--- src/design/rcs_pkg.sv ---
`timescale 1ns / 1ps
`default_nettype none
// ---------------------------------------------------------------------------
// rcs_pkg
// Shared types and constants for the repetition counter and scorer.
// ---------------------------------------------------------------------------
package rcs_pkg;

	typedef enum logic [1:0] {
		FUNC_SAMPLE = 2'd0,
		FUNC_START  = 2'd1,
		FUNC_STOP   = 2'd2,
		FUNC_NONE   = 2'd3
	} func_t;

	typedef enum logic [1:0] {
		PH_IDLE = 2'd0,
		PH_WAIT = 2'd1,
		PH_MOVE = 2'd2,
		PH_DONE = 2'd3
	} phase_t;

	localparam logic [2:0] REG_ACTION       = 3'd0;
	localparam logic [2:0] REG_TARGET_REPS  = 3'd1;
	localparam logic [2:0] REG_ENTER_ANGLE  = 3'd2;
	localparam logic [2:0] REG_EXIT_ANGLE   = 3'd3;
	localparam logic [2:0] REG_TARGET_ANGLE = 3'd4;

	localparam logic [15:0] DEF_TARGET_REPS  = 16'd5;
	localparam logic [15:0] DEF_TARGET_ANGLE = 16'd15000;
	localparam logic [14:0] DEF_ENTER_ANGLE  = 15'd3000;
	localparam logic [15:0] DEF_EXIT_ANGLE   = 16'd3000;

	localparam int COUNT_W = 16;
	localparam int PEAK_W  = 15;
	localparam int TOTAL_W = 31;
	localparam int SCORE_W = 7;
	localparam int DIV_W   = 32;
	localparam logic [TOTAL_W-1:0] TOTAL_MAX = {TOTAL_W{1'b1}};

	typedef enum logic [2:0] {
		CTL_IDLE,
		CTL_UPDATE,
		CTL_DIV_MEAN,
		CTL_DIV_COMP,
		CTL_DIV_AMP,
		CTL_DIV_PART,
		CTL_TOTAL,
		CTL_OUT
	} ctl_state_t;

	typedef enum logic [1:0] {
		DSEL_MEAN = 2'd0,
		DSEL_COMP = 2'd1,
		DSEL_AMP  = 2'd2,
		DSEL_PART = 2'd3
	} dsel_t;

	typedef struct packed {
		logic  update;
		logic  div_start;
		dsel_t div_sel;
		logic  div_store;
		logic  total;
		logic  out_load;
	} ctl_cmd_t;

	typedef struct packed {
		logic scores_needed;
		logic mean_needed;
		logic div_busy;
	} ctl_status_t;

endpackage
`default_nettype wire

--- src/design/rcs_div.sv ---
`timescale 1ns / 1ps
`default_nettype none
// ---------------------------------------------------------------------------
// rcs_div
// Restoring serial divider, one quotient bit per cycle.
// ---------------------------------------------------------------------------
module rcs_div
	import rcs_pkg::*;
(
	input  wire logic             clk,
	input  wire logic             arst_n,
	input  wire logic             start,
	input  wire logic [DIV_W-1:0] dividend,
	input  wire logic [DIV_W-1:0] divisor,
	output logic                  busy,
	output logic      [DIV_W-1:0] quotient
);

	localparam int CNT_W = $clog2(DIV_W + 1);

	logic [DIV_W-1:0] rem_q;
	logic [DIV_W-1:0] quo_q;
	logic [DIV_W-1:0] dvs_q;
	logic [CNT_W-1:0] cnt_q;
	logic [DIV_W:0]   trial;

	assign trial = {rem_q, quo_q[DIV_W-1]} - {1'b0, dvs_q};

	always_ff @(posedge clk or negedge arst_n) begin
		if (!arst_n) begin
			cnt_q <= '0;
		end else if (start) begin
			cnt_q <= CNT_W'(DIV_W);
		end else if (cnt_q != '0) begin
			cnt_q <= cnt_q - 1'b1;
		end
	end

	always_ff @(posedge clk) begin
		if (start) begin
			rem_q <= '0;
			quo_q <= dividend;
			dvs_q <= divisor;
		end else if (cnt_q != '0) begin
			if (!trial[DIV_W]) begin
				rem_q <= trial[DIV_W-1:0];
				quo_q <= {quo_q[DIV_W-2:0], 1'b1};
			end else begin
				rem_q <= {rem_q[DIV_W-2:0], quo_q[DIV_W-1]};
				quo_q <= {quo_q[DIV_W-2:0], 1'b0};
			end
		end
	end

	assign busy     = (cnt_q != '0);
	assign quotient = quo_q;

endmodule
`default_nettype wire

--- src/design/rcs_datapath.sv ---
`timescale 1ns / 1ps
`default_nettype none
// ---------------------------------------------------------------------------
// rcs_datapath
// Session registers, repetition tracking, score division and result register.
// ---------------------------------------------------------------------------
module rcs_datapath
	import rcs_pkg::*;
(
	input  wire logic        clk,
	input  wire logic        arst_n,
	input  wire ctl_cmd_t    cmd,
	output ctl_status_t      status,
	input  wire logic        in_ready,
	input  wire logic        in_valid,
	input  wire logic [1:0]  func,
	input  wire logic        sample_valid,
	input  wire logic [1:0]  sample_action,
	input  wire logic [15:0] angle,
	input  wire logic        muscle_on,
	input  wire logic        cfg_fire,
	input  wire logic [2:0]  cfg_index,
	input  wire logic [15:0] cfg_data,
	output logic      [15:0] rep_count,
	output logic      [15:0] current_angle,
	output logic      [14:0] rep_peak,
	output logic      [14:0] best_peak,
	output logic      [14:0] mean_peak,
	output logic      [6:0]  reps_pct,
	output logic      [6:0]  ampl_pct,
	output logic      [6:0]  emg_pct,
	output logic      [6:0]  overall_pct,
	output logic      [1:0]  phase,
	output logic             rep_done,
	output logic             session_done
);

	localparam logic [COUNT_W-1:0] CNT_MAX = {COUNT_W{1'b1}};
	// 5243 / 2^19 is close enough to 1/100 for sums up to 10000
	localparam logic [26:0] DIV100_RECIP = 27'd5243;

	// configuration registers
	logic [1:0]  cfg_action_q;
	logic [15:0] cfg_reps_q;
	logic [14:0] cfg_enter_q;
	logic [15:0] cfg_exit_q;
	logic [15:0] cfg_tang_q;
	// session copy
	logic [1:0]  ses_action_q;
	logic [15:0] ses_reps_q;
	logic [14:0] ses_enter_q;
	logic [15:0] ses_exit_q;
	logic [15:0] ses_tang_q;
	// state
	phase_t                 phase_q;
	logic [COUNT_W-1:0]     reps_q;
	logic [PEAK_W-1:0]      peak_now_q;
	logic [PEAK_W-1:0]      peak_best_q;
	logic [TOTAL_W-1:0]     peak_total_q;
	logic [PEAK_W-1:0]      mean_q;
	logic [COUNT_W-1:0]     emg_reps_q;
	logic                   had_emg_q;
	logic [15:0]            shown_q;
	logic [SCORE_W-1:0]     comp_q, amp_q, part_q, tot_q;
	logic                   rep_done_q, sess_done_q;
	// latched request
	logic [1:0]  func_q;
	logic        sv_q;
	logic [1:0]  act_q;
	logic [15:0] ang_q;
	logic        emg_q;

	always_ff @(posedge clk) begin
		if (in_valid && in_ready) begin
			func_q <= func;
			sv_q   <= sample_valid;
			act_q  <= sample_action;
			ang_q  <= angle;
			emg_q  <= muscle_on;
		end
	end

	always_ff @(posedge clk or negedge arst_n) begin
		if (!arst_n) begin
			cfg_action_q <= '0;
			cfg_reps_q   <= DEF_TARGET_REPS;
			cfg_enter_q  <= DEF_ENTER_ANGLE;
			cfg_exit_q   <= DEF_EXIT_ANGLE;
			cfg_tang_q   <= DEF_TARGET_ANGLE;
		end else if (cfg_fire) begin
			unique case (cfg_index)
				REG_ACTION:       cfg_action_q <= cfg_data[1:0];
				REG_TARGET_REPS:  cfg_reps_q   <= cfg_data;
				REG_ENTER_ANGLE:  cfg_enter_q  <= cfg_data[14:0];
				REG_EXIT_ANGLE:   cfg_exit_q   <= cfg_data;
				REG_TARGET_ANGLE: cfg_tang_q   <= cfg_data;
				default: ;
			endcase
		end
	end

	// sample decode
	logic signed [16:0] ang_s, enter_s, exit_s, peak_s;
	logic               is_live, counted, enter_hit, exit_hit;
	logic [COUNT_W-1:0] reps_inc;
	logic [TOTAL_W:0]   total_sum;
	logic signed [16:0] cfg_exit_s, cfg_enter_s;

	assign ang_s       = {ang_q[15], ang_q};
	assign enter_s     = {2'b00, ses_enter_q};
	assign exit_s      = {ses_exit_q[15], ses_exit_q};
	assign peak_s      = {2'b00, peak_now_q};
	assign is_live     = (phase_q == PH_WAIT) || (phase_q == PH_MOVE);
	assign counted     = sv_q && (act_q == ses_action_q);
	assign enter_hit   = ang_s >= enter_s;
	assign exit_hit    = ang_s <= exit_s;
	assign reps_inc    = (reps_q != CNT_MAX) ? reps_q + 1'b1 : reps_q;
	assign total_sum   = {1'b0, peak_total_q} + (TOTAL_W + 1)'(peak_now_q);
	assign cfg_exit_s  = {cfg_exit_q[15], cfg_exit_q};
	assign cfg_enter_s = {2'b00, cfg_enter_q};

	// divider
	logic [DIV_W-1:0] dv_a, dv_b, dv_q;
	logic             dv_busy;
	logic [DIV_W-1:0] pct_num;
	logic [SCORE_W-1:0] pct_clamped;

	always_comb begin
		dv_a = '0;
		dv_b = 32'd1;
		unique case (cmd.div_sel)
			DSEL_MEAN: begin
				dv_a = DIV_W'(peak_total_q);
				dv_b = DIV_W'(reps_q);
			end
			DSEL_COMP: begin
				dv_a = DIV_W'(reps_q) * 32'd100;
				dv_b = DIV_W'(ses_reps_q);
			end
			DSEL_AMP: begin
				dv_a = DIV_W'(peak_best_q) * 32'd100;
				dv_b = DIV_W'(ses_tang_q);
			end
			DSEL_PART: begin
				dv_a = DIV_W'(emg_reps_q) * 32'd100;
				dv_b = DIV_W'(reps_q);
			end
			default: ;
		endcase
	end

	// counts and peaks are at most 16 bits, so value*100 stays below 2^23
	rcs_div u_div (
		.clk      (clk),
		.arst_n   (arst_n),
		.start    (cmd.div_start),
		.dividend (dv_a),
		.divisor  (dv_b),
		.busy     (dv_busy),
		.quotient (dv_q)
	);

	assign pct_num     = dv_q;
	assign pct_clamped = (pct_num > 32'd100) ? 7'd100 : pct_num[SCORE_W-1:0];

	logic [13:0] tot_sum;
	logic [26:0] tot_prod;
	assign tot_sum  = 14'(comp_q) * 14'd40 + 14'(amp_q) * 14'd40 + 14'(part_q) * 14'd20;
	assign tot_prod = 27'(tot_sum) * DIV100_RECIP;

	always_ff @(posedge clk or negedge arst_n) begin
		if (!arst_n) begin
			ses_action_q <= '0;
			ses_reps_q   <= DEF_TARGET_REPS;
			ses_enter_q  <= DEF_ENTER_ANGLE;
			ses_exit_q   <= DEF_EXIT_ANGLE;
			ses_tang_q   <= DEF_TARGET_ANGLE;
			phase_q      <= PH_IDLE;
			reps_q       <= '0;
			peak_now_q   <= '0;
			peak_best_q  <= '0;
			peak_total_q <= '0;
			mean_q       <= '0;
			emg_reps_q   <= '0;
			had_emg_q    <= 1'b0;
			shown_q      <= '0;
			comp_q       <= '0;
			amp_q        <= '0;
			part_q       <= '0;
			tot_q        <= '0;
			rep_done_q   <= 1'b0;
			sess_done_q  <= 1'b0;
		end else begin
			if (cmd.update) begin
				rep_done_q  <= 1'b0;
				sess_done_q <= 1'b0;
				case (func_q)
					FUNC_START: begin
						ses_action_q <= cfg_action_q;
						ses_reps_q   <= (cfg_reps_q == '0) ? DEF_TARGET_REPS : cfg_reps_q;
						ses_tang_q   <= (cfg_tang_q == '0) ? DEF_TARGET_ANGLE : cfg_tang_q;
						ses_enter_q  <= cfg_enter_q;
						ses_exit_q   <= (cfg_exit_s > cfg_enter_s) ?
							{2'b00, cfg_enter_q[14:1]} : cfg_exit_q;
						phase_q      <= PH_WAIT;
						reps_q       <= '0;
						peak_now_q   <= '0;
						peak_best_q  <= '0;
						peak_total_q <= '0;
						mean_q       <= '0;
						emg_reps_q   <= '0;
						had_emg_q    <= 1'b0;
						shown_q      <= '0;
						comp_q       <= '0;
						amp_q        <= '0;
						part_q       <= '0;
						tot_q        <= '0;
					end
					FUNC_STOP: begin
						if (is_live) phase_q <= PH_IDLE;
					end
					FUNC_SAMPLE: begin
						if (is_live) begin
							if (!counted) begin
								shown_q <= sv_q ? ang_q : 16'd0;
							end else begin
								shown_q <= ang_q;
								if (phase_q == PH_WAIT) begin
									if (enter_hit) begin
										phase_q    <= PH_MOVE;
										peak_now_q <= ang_q[14:0];
										had_emg_q  <= emg_q;
									end
								end else if (exit_hit) begin
									// peak update is moot: an exit angle is never above the current peak
									phase_q    <= (32'(reps_inc) >= 32'(ses_reps_q)) ?
										PH_DONE : PH_WAIT;
									sess_done_q <= (32'(reps_inc) >= 32'(ses_reps_q));
									reps_q     <= reps_inc;
									rep_done_q <= 1'b1;
									if (peak_now_q > peak_best_q) peak_best_q <= peak_now_q;
									peak_total_q <= total_sum[TOTAL_W] ? TOTAL_MAX :
										total_sum[TOTAL_W-1:0];
									if ((had_emg_q || emg_q) && emg_reps_q != CNT_MAX)
										emg_reps_q <= emg_reps_q + 1'b1;
									had_emg_q <= 1'b0;
								end else begin
									if (ang_s > peak_s) peak_now_q <= ang_q[14:0];
									if (emg_q) had_emg_q <= 1'b1;
								end
							end
						end
					end
					default: ;
				endcase
			end
			if (cmd.div_store) begin
				unique case (cmd.div_sel)
					DSEL_MEAN: mean_q <= dv_q[PEAK_W-1:0];
					DSEL_COMP: comp_q <= pct_clamped;
					DSEL_AMP:  amp_q  <= pct_clamped;
					DSEL_PART: part_q <= (reps_q == '0) ? 7'd0 : pct_clamped;
					default: ;
				endcase
			end
			if (cmd.total) tot_q <= tot_prod[19 +: SCORE_W];
		end
	end

	always_ff @(posedge clk) begin
		if (cmd.out_load) begin
			rep_count     <= reps_q[15:0];
			current_angle <= shown_q;
			rep_peak      <= peak_now_q;
			best_peak     <= peak_best_q;
			mean_peak     <= mean_q;
			reps_pct      <= comp_q;
			ampl_pct      <= amp_q;
			emg_pct       <= part_q;
			overall_pct   <= tot_q;
			phase         <= phase_q;
			rep_done      <= rep_done_q;
			session_done  <= sess_done_q;
		end
	end

	// decided from the request and the state before the update step
	assign status.scores_needed = (func_q == FUNC_SAMPLE) && is_live;
	assign status.mean_needed   = (func_q == FUNC_SAMPLE) && is_live && counted &&
		(phase_q == PH_MOVE) && exit_hit;
	assign status.div_busy      = dv_busy;

endmodule
`default_nettype wire

--- src/design/rcs_ctrl.sv ---
`timescale 1ns / 1ps
`default_nettype none
// ---------------------------------------------------------------------------
// rcs_ctrl
// Sequencer: takes a request, runs update, division and total steps, hands result.
// ---------------------------------------------------------------------------
module rcs_ctrl
	import rcs_pkg::*;
(
	input  wire logic        clk,
	input  wire logic        arst_n,
	input  wire logic        in_valid,
	output logic             in_ready,
	output logic             out_valid,
	input  wire logic        out_ready,
	input  wire ctl_status_t status,
	output ctl_cmd_t         cmd
);

	ctl_state_t state_q, state_d;
	logic       started_q;
	logic       ov_q;
	logic       out_free;

	assign out_free = !ov_q || out_ready;

	always_ff @(posedge clk or negedge arst_n) begin
		if (!arst_n) begin
			state_q   <= CTL_IDLE;
			started_q <= 1'b0;
			ov_q      <= 1'b0;
		end else begin
			state_q <= state_d;
			if (state_q == CTL_IDLE || state_d != state_q) started_q <= 1'b0;
			else if (!started_q) started_q <= 1'b1;
			if (cmd.out_load) ov_q <= 1'b1;
			else if (out_ready) ov_q <= 1'b0;
		end
	end

	logic div_phase, div_done;
	assign div_phase = (state_q == CTL_DIV_MEAN) || (state_q == CTL_DIV_COMP) ||
		(state_q == CTL_DIV_AMP) || (state_q == CTL_DIV_PART);
	assign div_done  = div_phase && started_q && !status.div_busy;

	always_comb begin
		state_d = state_q;
		unique case (state_q)
			CTL_IDLE:     if (in_valid) state_d = CTL_UPDATE;
			CTL_UPDATE:   state_d = CTL_OUT;
			CTL_DIV_MEAN: if (div_done) state_d = CTL_DIV_COMP;
			CTL_DIV_COMP: if (div_done) state_d = CTL_DIV_AMP;
			CTL_DIV_AMP:  if (div_done) state_d = CTL_DIV_PART;
			CTL_DIV_PART: if (div_done) state_d = CTL_TOTAL;
			CTL_TOTAL:    state_d = CTL_OUT;
			CTL_OUT:      if (out_free) state_d = CTL_IDLE;
			default:      state_d = CTL_IDLE;
		endcase
		// route after the update step
		if (state_q == CTL_UPDATE) begin
			if (status.mean_needed)        state_d = CTL_DIV_MEAN;
			else if (status.scores_needed) state_d = CTL_DIV_COMP;
		end
	end

	always_comb begin
		cmd = '0;
		in_ready = (state_q == CTL_IDLE);
		unique case (state_q)
			CTL_UPDATE:   cmd.update = 1'b1;
			CTL_DIV_MEAN: cmd.div_sel = DSEL_MEAN;
			CTL_DIV_COMP: cmd.div_sel = DSEL_COMP;
			CTL_DIV_AMP:  cmd.div_sel = DSEL_AMP;
			CTL_DIV_PART: cmd.div_sel = DSEL_PART;
			CTL_TOTAL:    cmd.total = 1'b1;
			CTL_OUT:      cmd.out_load = out_free;
			default: ;
		endcase
		if (div_phase) begin
			cmd.div_start = !started_q;
			cmd.div_store = div_done;
		end
	end

	assign out_valid = ov_q;

endmodule
`default_nettype wire

--- src/design/repetition_counter_scorer_top.sv ---
`timescale 1ns / 1ps
`default_nettype none
// ---------------------------------------------------------------------------
// repetition_counter_scorer_top
// Repetition counter with hysteresis thresholds and percentage scoring.
// ---------------------------------------------------------------------------
// Usage: each request on the input channel (func: sample, start, stop)
// gives one result on the output channel. The user is to write registers
// on the cfg channel (index 0..4) only while no request is in flight; the
// block itself does not enforce it. Start copies them into the session.
// Start, stop and ignored samples run the update step and then load the
// result; a sample that is scored also runs the three percentages and the
// total, and one that ends a repetition the mean peak before them, in
// turn through one 32-bit serial divider. One request is handled at a
// time and the next can be taken in the cycle after the result is loaded.
// The result sits in an output register; the next request is accepted
// while it waits, and the block holds only when a second result is due.
// Reset clears session state, phase idle, registers to their defaults.
// ---------------------------------------------------------------------------
module repetition_counter_scorer_top
	import rcs_pkg::*;
(
	input  wire logic        clk,
	input  wire logic        arst_n,
	input  wire logic        in_valid,
	output logic             in_ready,
	input  wire logic [1:0]  func,
	input  wire logic        sample_valid,
	input  wire logic [1:0]  sample_action,
	input  wire logic [15:0] angle,
	input  wire logic        muscle_on,
	input  wire logic        cfg_valid,
	output logic             cfg_ready,
	input  wire logic [2:0]  cfg_index,
	input  wire logic [15:0] cfg_data,
	output logic             out_valid,
	input  wire logic        out_ready,
	output logic      [15:0] rep_count,
	output logic      [15:0] current_angle,
	output logic      [14:0] rep_peak,
	output logic      [14:0] best_peak,
	output logic      [14:0] mean_peak,
	output logic      [6:0]  reps_pct,
	output logic      [6:0]  ampl_pct,
	output logic      [6:0]  emg_pct,
	output logic      [6:0]  overall_pct,
	output logic      [1:0]  phase,
	output logic             rep_done,
	output logic             session_done
);

	ctl_cmd_t    cmd;
	ctl_status_t status;

	assign cfg_ready = 1'b1;

	rcs_ctrl u_ctrl (
		.clk       (clk),
		.arst_n    (arst_n),
		.in_valid  (in_valid),
		.in_ready  (in_ready),
		.out_valid (out_valid),
		.out_ready (out_ready),
		.status    (status),
		.cmd       (cmd)
	);

	rcs_datapath u_dp (
		.clk           (clk),
		.arst_n        (arst_n),
		.cmd           (cmd),
		.status        (status),
		.in_ready      (in_ready),
		.in_valid      (in_valid),
		.func          (func),
		.sample_valid  (sample_valid),
		.sample_action (sample_action),
		.angle         (angle),
		.muscle_on     (muscle_on),
		.cfg_fire      (cfg_valid),
		.cfg_index     (cfg_index),
		.cfg_data      (cfg_data),
		.rep_count     (rep_count),
		.current_angle (current_angle),
		.rep_peak      (rep_peak),
		.best_peak     (best_peak),
		.mean_peak     (mean_peak),
		.reps_pct      (reps_pct),
		.ampl_pct      (ampl_pct),
		.emg_pct       (emg_pct),
		.overall_pct   (overall_pct),
		.phase         (phase),
		.rep_done      (rep_done),
		.session_done  (session_done)
	);

endmodule
`default_nettype wire

--- config.mk ---
export PLATFORM = sky130hd
export DESIGN_NAME = repetition_counter_scorer_top
export DESIGN_NICKNAME = d
export VERILOG_FILES = /design/src/design/rcs_pkg.sv /design/src/design/rcs_div.sv /design/src/design/rcs_datapath.sv /design/src/design/rcs_ctrl.sv /design/src/design/repetition_counter_scorer_top.sv
export SDC_FILE = /design/constraint.sdc
export NUM_CORES = 1
export LEC_CHECK = 0
export BUFFER_PORTS_ARGS = -buffer_cell sky130_fd_sc_hd__buf_4
export CAP_MARGIN = 15
export CORE_ASPECT_RATIO = 2
export CORE_MARGIN = 2
export CORE_UTILIZATION = 40
export CTS_BUF_LIST = sky130_fd_sc_hd__clkbuf_2 sky130_fd_sc_hd__clkbuf_4 sky130_fd_sc_hd__clkbuf_8
export CTS_CLUSTER_DIAMETER = 120
export DETAILED_ROUTE_END_ITERATION = 10
export PLACE_DENSITY_LB_ADDON = 0.1
export SYNTH_ARGS = -nofsm -noshare
export SYNTH_HDL_FRONTEND = slang
export SYNTH_SLANG_ARGS = --single-unit
--- constraint.sdc ---
create_clock -name clk -period 23.8 [get_ports clk]
set_clock_uncertainty 0.15 [all_clocks]
set_input_delay 0 -clock clk [delete_from_list [all_inputs] [get_ports clk]]
set_output_delay 0 -clock clk [all_outputs]
set_load 0.005 [all_outputs]
### Word-level counts from Yosys, hierarchy flattened

Index checks and enable logic that the tools add are counted.

| storage, ports and cells | value |
|---|---|
| word-level logic and storage cells | 264 |
| ROM bits | 0 |
| bits in latches | 0 |
| memories kept | 0 |
| register bits after elaboration | 525 |
| RAM bits | 0 |

| operators by class | value |
|---|---|
| reductions and logical operators | 49 |
| $add $sub $neg | 7 |
| $mul | 7 |
| eq/ne operators | 34 |
| $lt $le $gt $ge | 7 |
| muxes and demuxes | 111 |
| divide/modulo/power cells | 0 |
| bitwise gates (word level) | 0 |
| shift operators | 0 |

Operators by type and width:

| cell | count |
|---|---|
| $mux 16 | 16 |
| $mux 15 | 15 |
| $mux 31 | 5 |
| $pmux 32 s4 | 1 |
| $mux 7 | 17 |
| $mux 32 | 3 |
| $pmux 16 s2 | 3 |
| $pmux 32 s3 | 1 |
| $pmux 31 s2 | 1 |
| $pmux 15 s2 | 2 |
| $logic_not 16->1 | 3 |
| $mul 16x5->21 const B | 2 |
| $sub 33x32->33 | 1 |
| $add 16x1->16 const B | 2 |
| $add 31x15->32 | 1 |
| $ge 16x16->1 | 2 |
| $gt 16x16->1 | 2 |
| $gt 32x7->1 const B | 1 |
| $ne 16x16->1 const B | 2 |
| $mul 7x3->10 const B | 3 |
| $reduce_and 7->1 | 4 |
| $mux 3 | 9 |
| $mul 14x13->26 const B | 1 |
| $mux 1 | 25 |
| other kinds (36) | 93 |

### Depth between registers and ports, before layout

| logic depth | value |
|---|---|
| word-level depth | 14 |
| depth in mapped cells | 34 |

### Modules after synthesis

Synthesis repeated with hierarchy kept, for this count alone.

| unflattened totals | value |
|---|---|
| cells, all modules | 3456 |
| area total of the unflattened synthesis | 34897.2 um2 |

By module, submodules not included:

| module | area an instance (um2) | seq. area each (um2) | cells each | instances |
|---|---|---|---|---|
| rcs_datapath | 28631.2 | 11173.2 | 2813 | 1 |
| rcs_div | 5853.1 | 2712.6 | 592 | 1 |
| rcs_ctrl | 401.6 | 125.1 | 49 | 1 |
| repetition_counter_scorer_top | 11.3 | 0.0 | 2 | 1 |

### Worst setup path before layout

Ideal clock, no wire load.

| timing | value |
|---|---|
| path kind | reg2reg |
| start | reg u_dp.part_q[1] |
| end | reg u_dp.tot_q[6] |
| arrival | 7.812 ns |
| buffers on the path | 0 |
| slack | 15.704 ns |
| stages on the path, launching flop included | 32 |
| period minus slack after synthesis | 8.096 ns |
| required time | 23.515 ns |
| cell sequence | dfrtp_1 ha_1 ha_1 inv_1 fa_1 inv_1 a21oi_1 o21ai_0 xnor2_1 fa_1 inv_1 ha_1 nand3_1 o2111ai_1 a21oi_1 xnor2_1 ha_1 fa_1 fa_1 inv_1 fa_1 fa_1 inv_1 ha_1 a2111oi_0 o21ai_0 o211ai_1 o211ai_1 a41o_1 a31oi_1 xnor2_1 o21ai_0 |

| on the way | value |
|---|---|
| word-level cells in the longest chain between the ends | 4 |

Ends and longest elaborated chain:

| item | line | source |
|---|---|---|
| start: declaration | rcs_datapath.sv:64 | `logic [SCORE_W-1:0] comp_q, amp_q, part_q, tot_q;` |
| start signal: assignment | rcs_datapath.sv:262 | `DSEL_PART: part_q <= (reps_q == '0) ? 7'd0 : pct_clamped;` |
| $mul 7x3->10 | rcs_datapath.sv:168 | `assign tot_sum = 14'(comp_q) * 14'd40 + 14'(amp_q) * 14'd40 + 14'(part_q) * 14'd20;` |
| $add 14x12->14 | rcs_datapath.sv:168 |  |
| $mul 14x13->26 | rcs_datapath.sv:169 | `assign tot_prod = 27'(tot_sum) * DIV100_RECIP;` |
| $mux 7 | rcs_datapath.sv:266 | `if (cmd.total) tot_q <= tot_prod[19 +: SCORE_W];` |
| end signal: assignment | rcs_datapath.sv:266 |  |
| end: declaration | rcs_datapath.sv:64 |  |

No other way between the ends.
A chain may end at the register's enable or synchronous reset.

### Worst setup path in the final report

Ends and elaborated chain as after synthesis.

==> results.toml <==
[status]
status = "complete, no violations"

[place]
io_buffers = 156
dp.cells = 4524
gp_congestion = 0.892
dp_slack_ps = 14870
hpwl_um = 79700

[worst_hold_path]
hold-path-endpoint = "u_ctrl.state_q[2]"
worstHoldPathType = "input port to flip-flop"
holdPathStages = 5
hold_start = "out_ready"

[routing]
drt_iter0_drc = 1111
drt-met1-wl_um = 35700
drtAntennaViolNets = 0
viasPerCell = 5.47
vias = 26200
top_layer_used = "met4"
met3WireLength_um = 3600
drt-total-wl_um = 104000
first_pass_iters = 6
wl_met2_um = 57500
drc = 0
wl_per_cell_um = 21.7

[clock_network]
cts_post_setup_buffers_inserted = 0
htreeDepth = 3
cts_tree = "done"
ctsHoldBuffers = 106
clk-insertion-delay-late_ps = 750
cts_buffers = 81
path_clk_slew_ps = 70
root_buffer = "clkbuf_8"
tritoncts_num_sinks = 509
ctsResizeCount = 0
cts_buffer_depth = 3

[layout]
fillers = 7851
syn2layout_area_growth_pct = 15.4
final_util = 0.466
multiInputGateArea_mm2 = 0.0181
mostFrequentLayoutCell = "inv_1"
drive_gt1_frac = 0.129
fin_cells = 4785
final_cell_mix = "450 x inv_1, 420 x ha_1, 336 x nand2_1"
nets = 4211
regArea_mm2 = 0.0135

[die]
initial_utilization = 0.404
dieArea_mm2 = 0.0869
rows = 150
io-pin-count = 158
die-height_um = 415
die_w_um = 209
coreArea_mm2 = 0.0835

[synthesis]
syn_inst = 3398
syn_area_mm2 = 0.0338
synth_top_area_frac = 0.187
ys.warnings.count = 0
yosysTopAreaCell = "dfrtp_1"
seq_area_frac_synth = 0.401
synth_edf_count = 179
avgSynthCellArea_um2 = 9.94
ys.flop_type = "dfrtp_1"
synthTopCellsByArea = "dfrtp_1 19%, edfxtp_1 16%, ha_1 16%, fa_1 5.5%, inv_1 5.0%"
synth_cell_types = 92
synthArstFlopShare = 0.585
ys_ff_latch = 509
synth_nets = 3959

[critical_path]
path_class = "flip-flop to flip-flop"
critPathMaxFanout = 9
crit_buf_inv = 6
r2r-start = "u_dp.part_q[1]"
ff2ff_setup_slack_ps = 14900
required_ps = 24210
slowest_delay_ps = 660
r2r_cells = 32
r2r_end = "u_dp.tot_q[6]"
crit_family = "adder cells"
worst_setup_path_end_kind = "flip-flop"
critPathArrivalTime_ps = 9310
crit_slowest_cell = "xor2_1"
cp-start-kind = "flip-flop"

[sta]
fmax_mhz = 112
maxSlewHeadroom = 0.240
timing.setup.tns_ps = 0
finalCriticalPeriod_ps = 8900
maxSlewViolCount = 0
finalSetupViolations = 0
rsz0062_at_grt = "false"
period_share = 0.374
layout_setup_ws_ps = 14900
finalHoldViolations = 0
worst_pin_slew_ps = 1110

[job]
maxCapViolCount = 0

[global_route]
grt_pass1_wl_um = 161000
track_usage = 0.242
grt_max_degree = 146
grt_pass1_vias = 28300
overflow = 0
antenna_found_initial = 2
-- cell type report --
class / count / share of cell area
Timing Repair Buffer: 289 / 0.0638
Multi-Input combinational cell: 2318 / 0.465
Clock inverter: 29 / 0.00726
Clock buffer: 123 / 0.0386
Antenna cell: 2 / 0.000128
Inverter: 451 / 0.0435
Tap cell: 1064 / 0.0342
Sequential cell: 509 / 0.347
-- metrics by stage --
stage	hold slack, ps	cell area [um^2]
6_report	115	39000
5_1_grt	117	39000
4_1_cts	41.6	38900
3_5_place_dp	-68.2	36100
3_3_place_gp	-75.4	36100
2_1_floorplan	-446	33800
-- registers in the layout, summed over array words and instances (netlist names), 16 cells and up --
name and flops:
u_dp.u_div.rem_q 32, u_dp.u_div.dvs_q 16, u_dp.rep_count 16, u_dp.cfg_reps_q 16
u_dp.shown_q 16, u_dp.cfg_tang_q 16, u_dp.ses_tang_q 16, u_dp.current_angle 16
u_dp.ses_exit_q 16, u_dp.emg_reps_q 16, u_dp.ses_reps_q 16, u_dp.reps_q 16
u_dp.peak_total_q 31, u_dp.cfg_exit_q 16, u_dp.ang_q 16, u_dp.u_div.quotient 32
-- layer usage --
metal / up-vias / GRT usage
li1: 12500 / -
met1: 12800 / 0.232
met2: 614 / 0.475
met3: 260 / 0.0325
met4: 0 / 0.156
met5: - / 0
-- cells by family after synthesis --
group,count (synthesis),share of synthesized area
multiplexers,87,0.0278
AND/OR/NAND/NOR,820,0.116
flip-flops,509,0.401
adder cells (fa/ha/maj),515,0.211
XOR/XNOR,117,0.0303
other,1,0.000111
buffers and inverters,571,0.0642
AO/OA/AOI/OAI,778,0.149
-- worst max-delay path by stage --
stage / from / end / slack [ps] / depth (start not counted)
floorplan: u_dp.part_q[1] / u_dp.tot_q[6] / 15700 / 31
global placement: u_dp.part_q[1] / u_dp.tot_q[6] / 14990 / 32
detailed placement: u_dp.part_q[1] / u_dp.tot_q[5] / 14870 / 32
CTS: u_dp.part_q[1] / u_dp.tot_q[6] / 14830 / 32
global route: u_dp.part_q[0] / u_dp.tot_q[6] / 14060 / 33
finish: u_dp.part_q[1] / u_dp.tot_q[6] / 14900 / 32
-- synth_stat cells (all sizes together), types with 8 or more instances --
| cell type | instances |
|---|---|
| inv | 451 |
| ha | 422 |
| nand2 | 337 |
| dfrtp | 252 |
| o21ai | 242 |
| edfxtp | 179 |
| a21oi | 155 |
| nor2 | 125 |
| clkbuf | 105 |
| nand3 | 98 |
| fa | 93 |
| xnor2 | 75 |
| a21o | 54 |
| mux2 | 54 |
| dfstp | 46 |
| xor2 | 42 |
| a211oi | 40 |
| nor3 | 37 |
| mux2i | 33 |
| dfxtp | 32 |
| nand4 | 31 |
| o32ai | 31 |
| o21a | 29 |
| a31oi | 28 |
| nor4 | 28 |
| o211ai | 25 |
| or3 | 25 |
| and3 | 24 |
| nor2b | 24 |
| nand2b | 22 |
| a221oi | 21 |
| a31o | 20 |
| and2 | 20 |
| o31ai | 20 |
| buf | 15 |
| o22ai | 13 |
| or4 | 11 |
| o21bai | 8 |
| o22a | 8 |
-- tightest hold or removal path, cell delays in order --
cell	delay, ps
dlygate4sd3_1	550
buf_4	120
nor2b_1	80
o22ai_1	140
a21oi_1	90
Power is not shown: default switching activity piles up to over one toggle a cycle in this logic, so the estimate is an artifact.
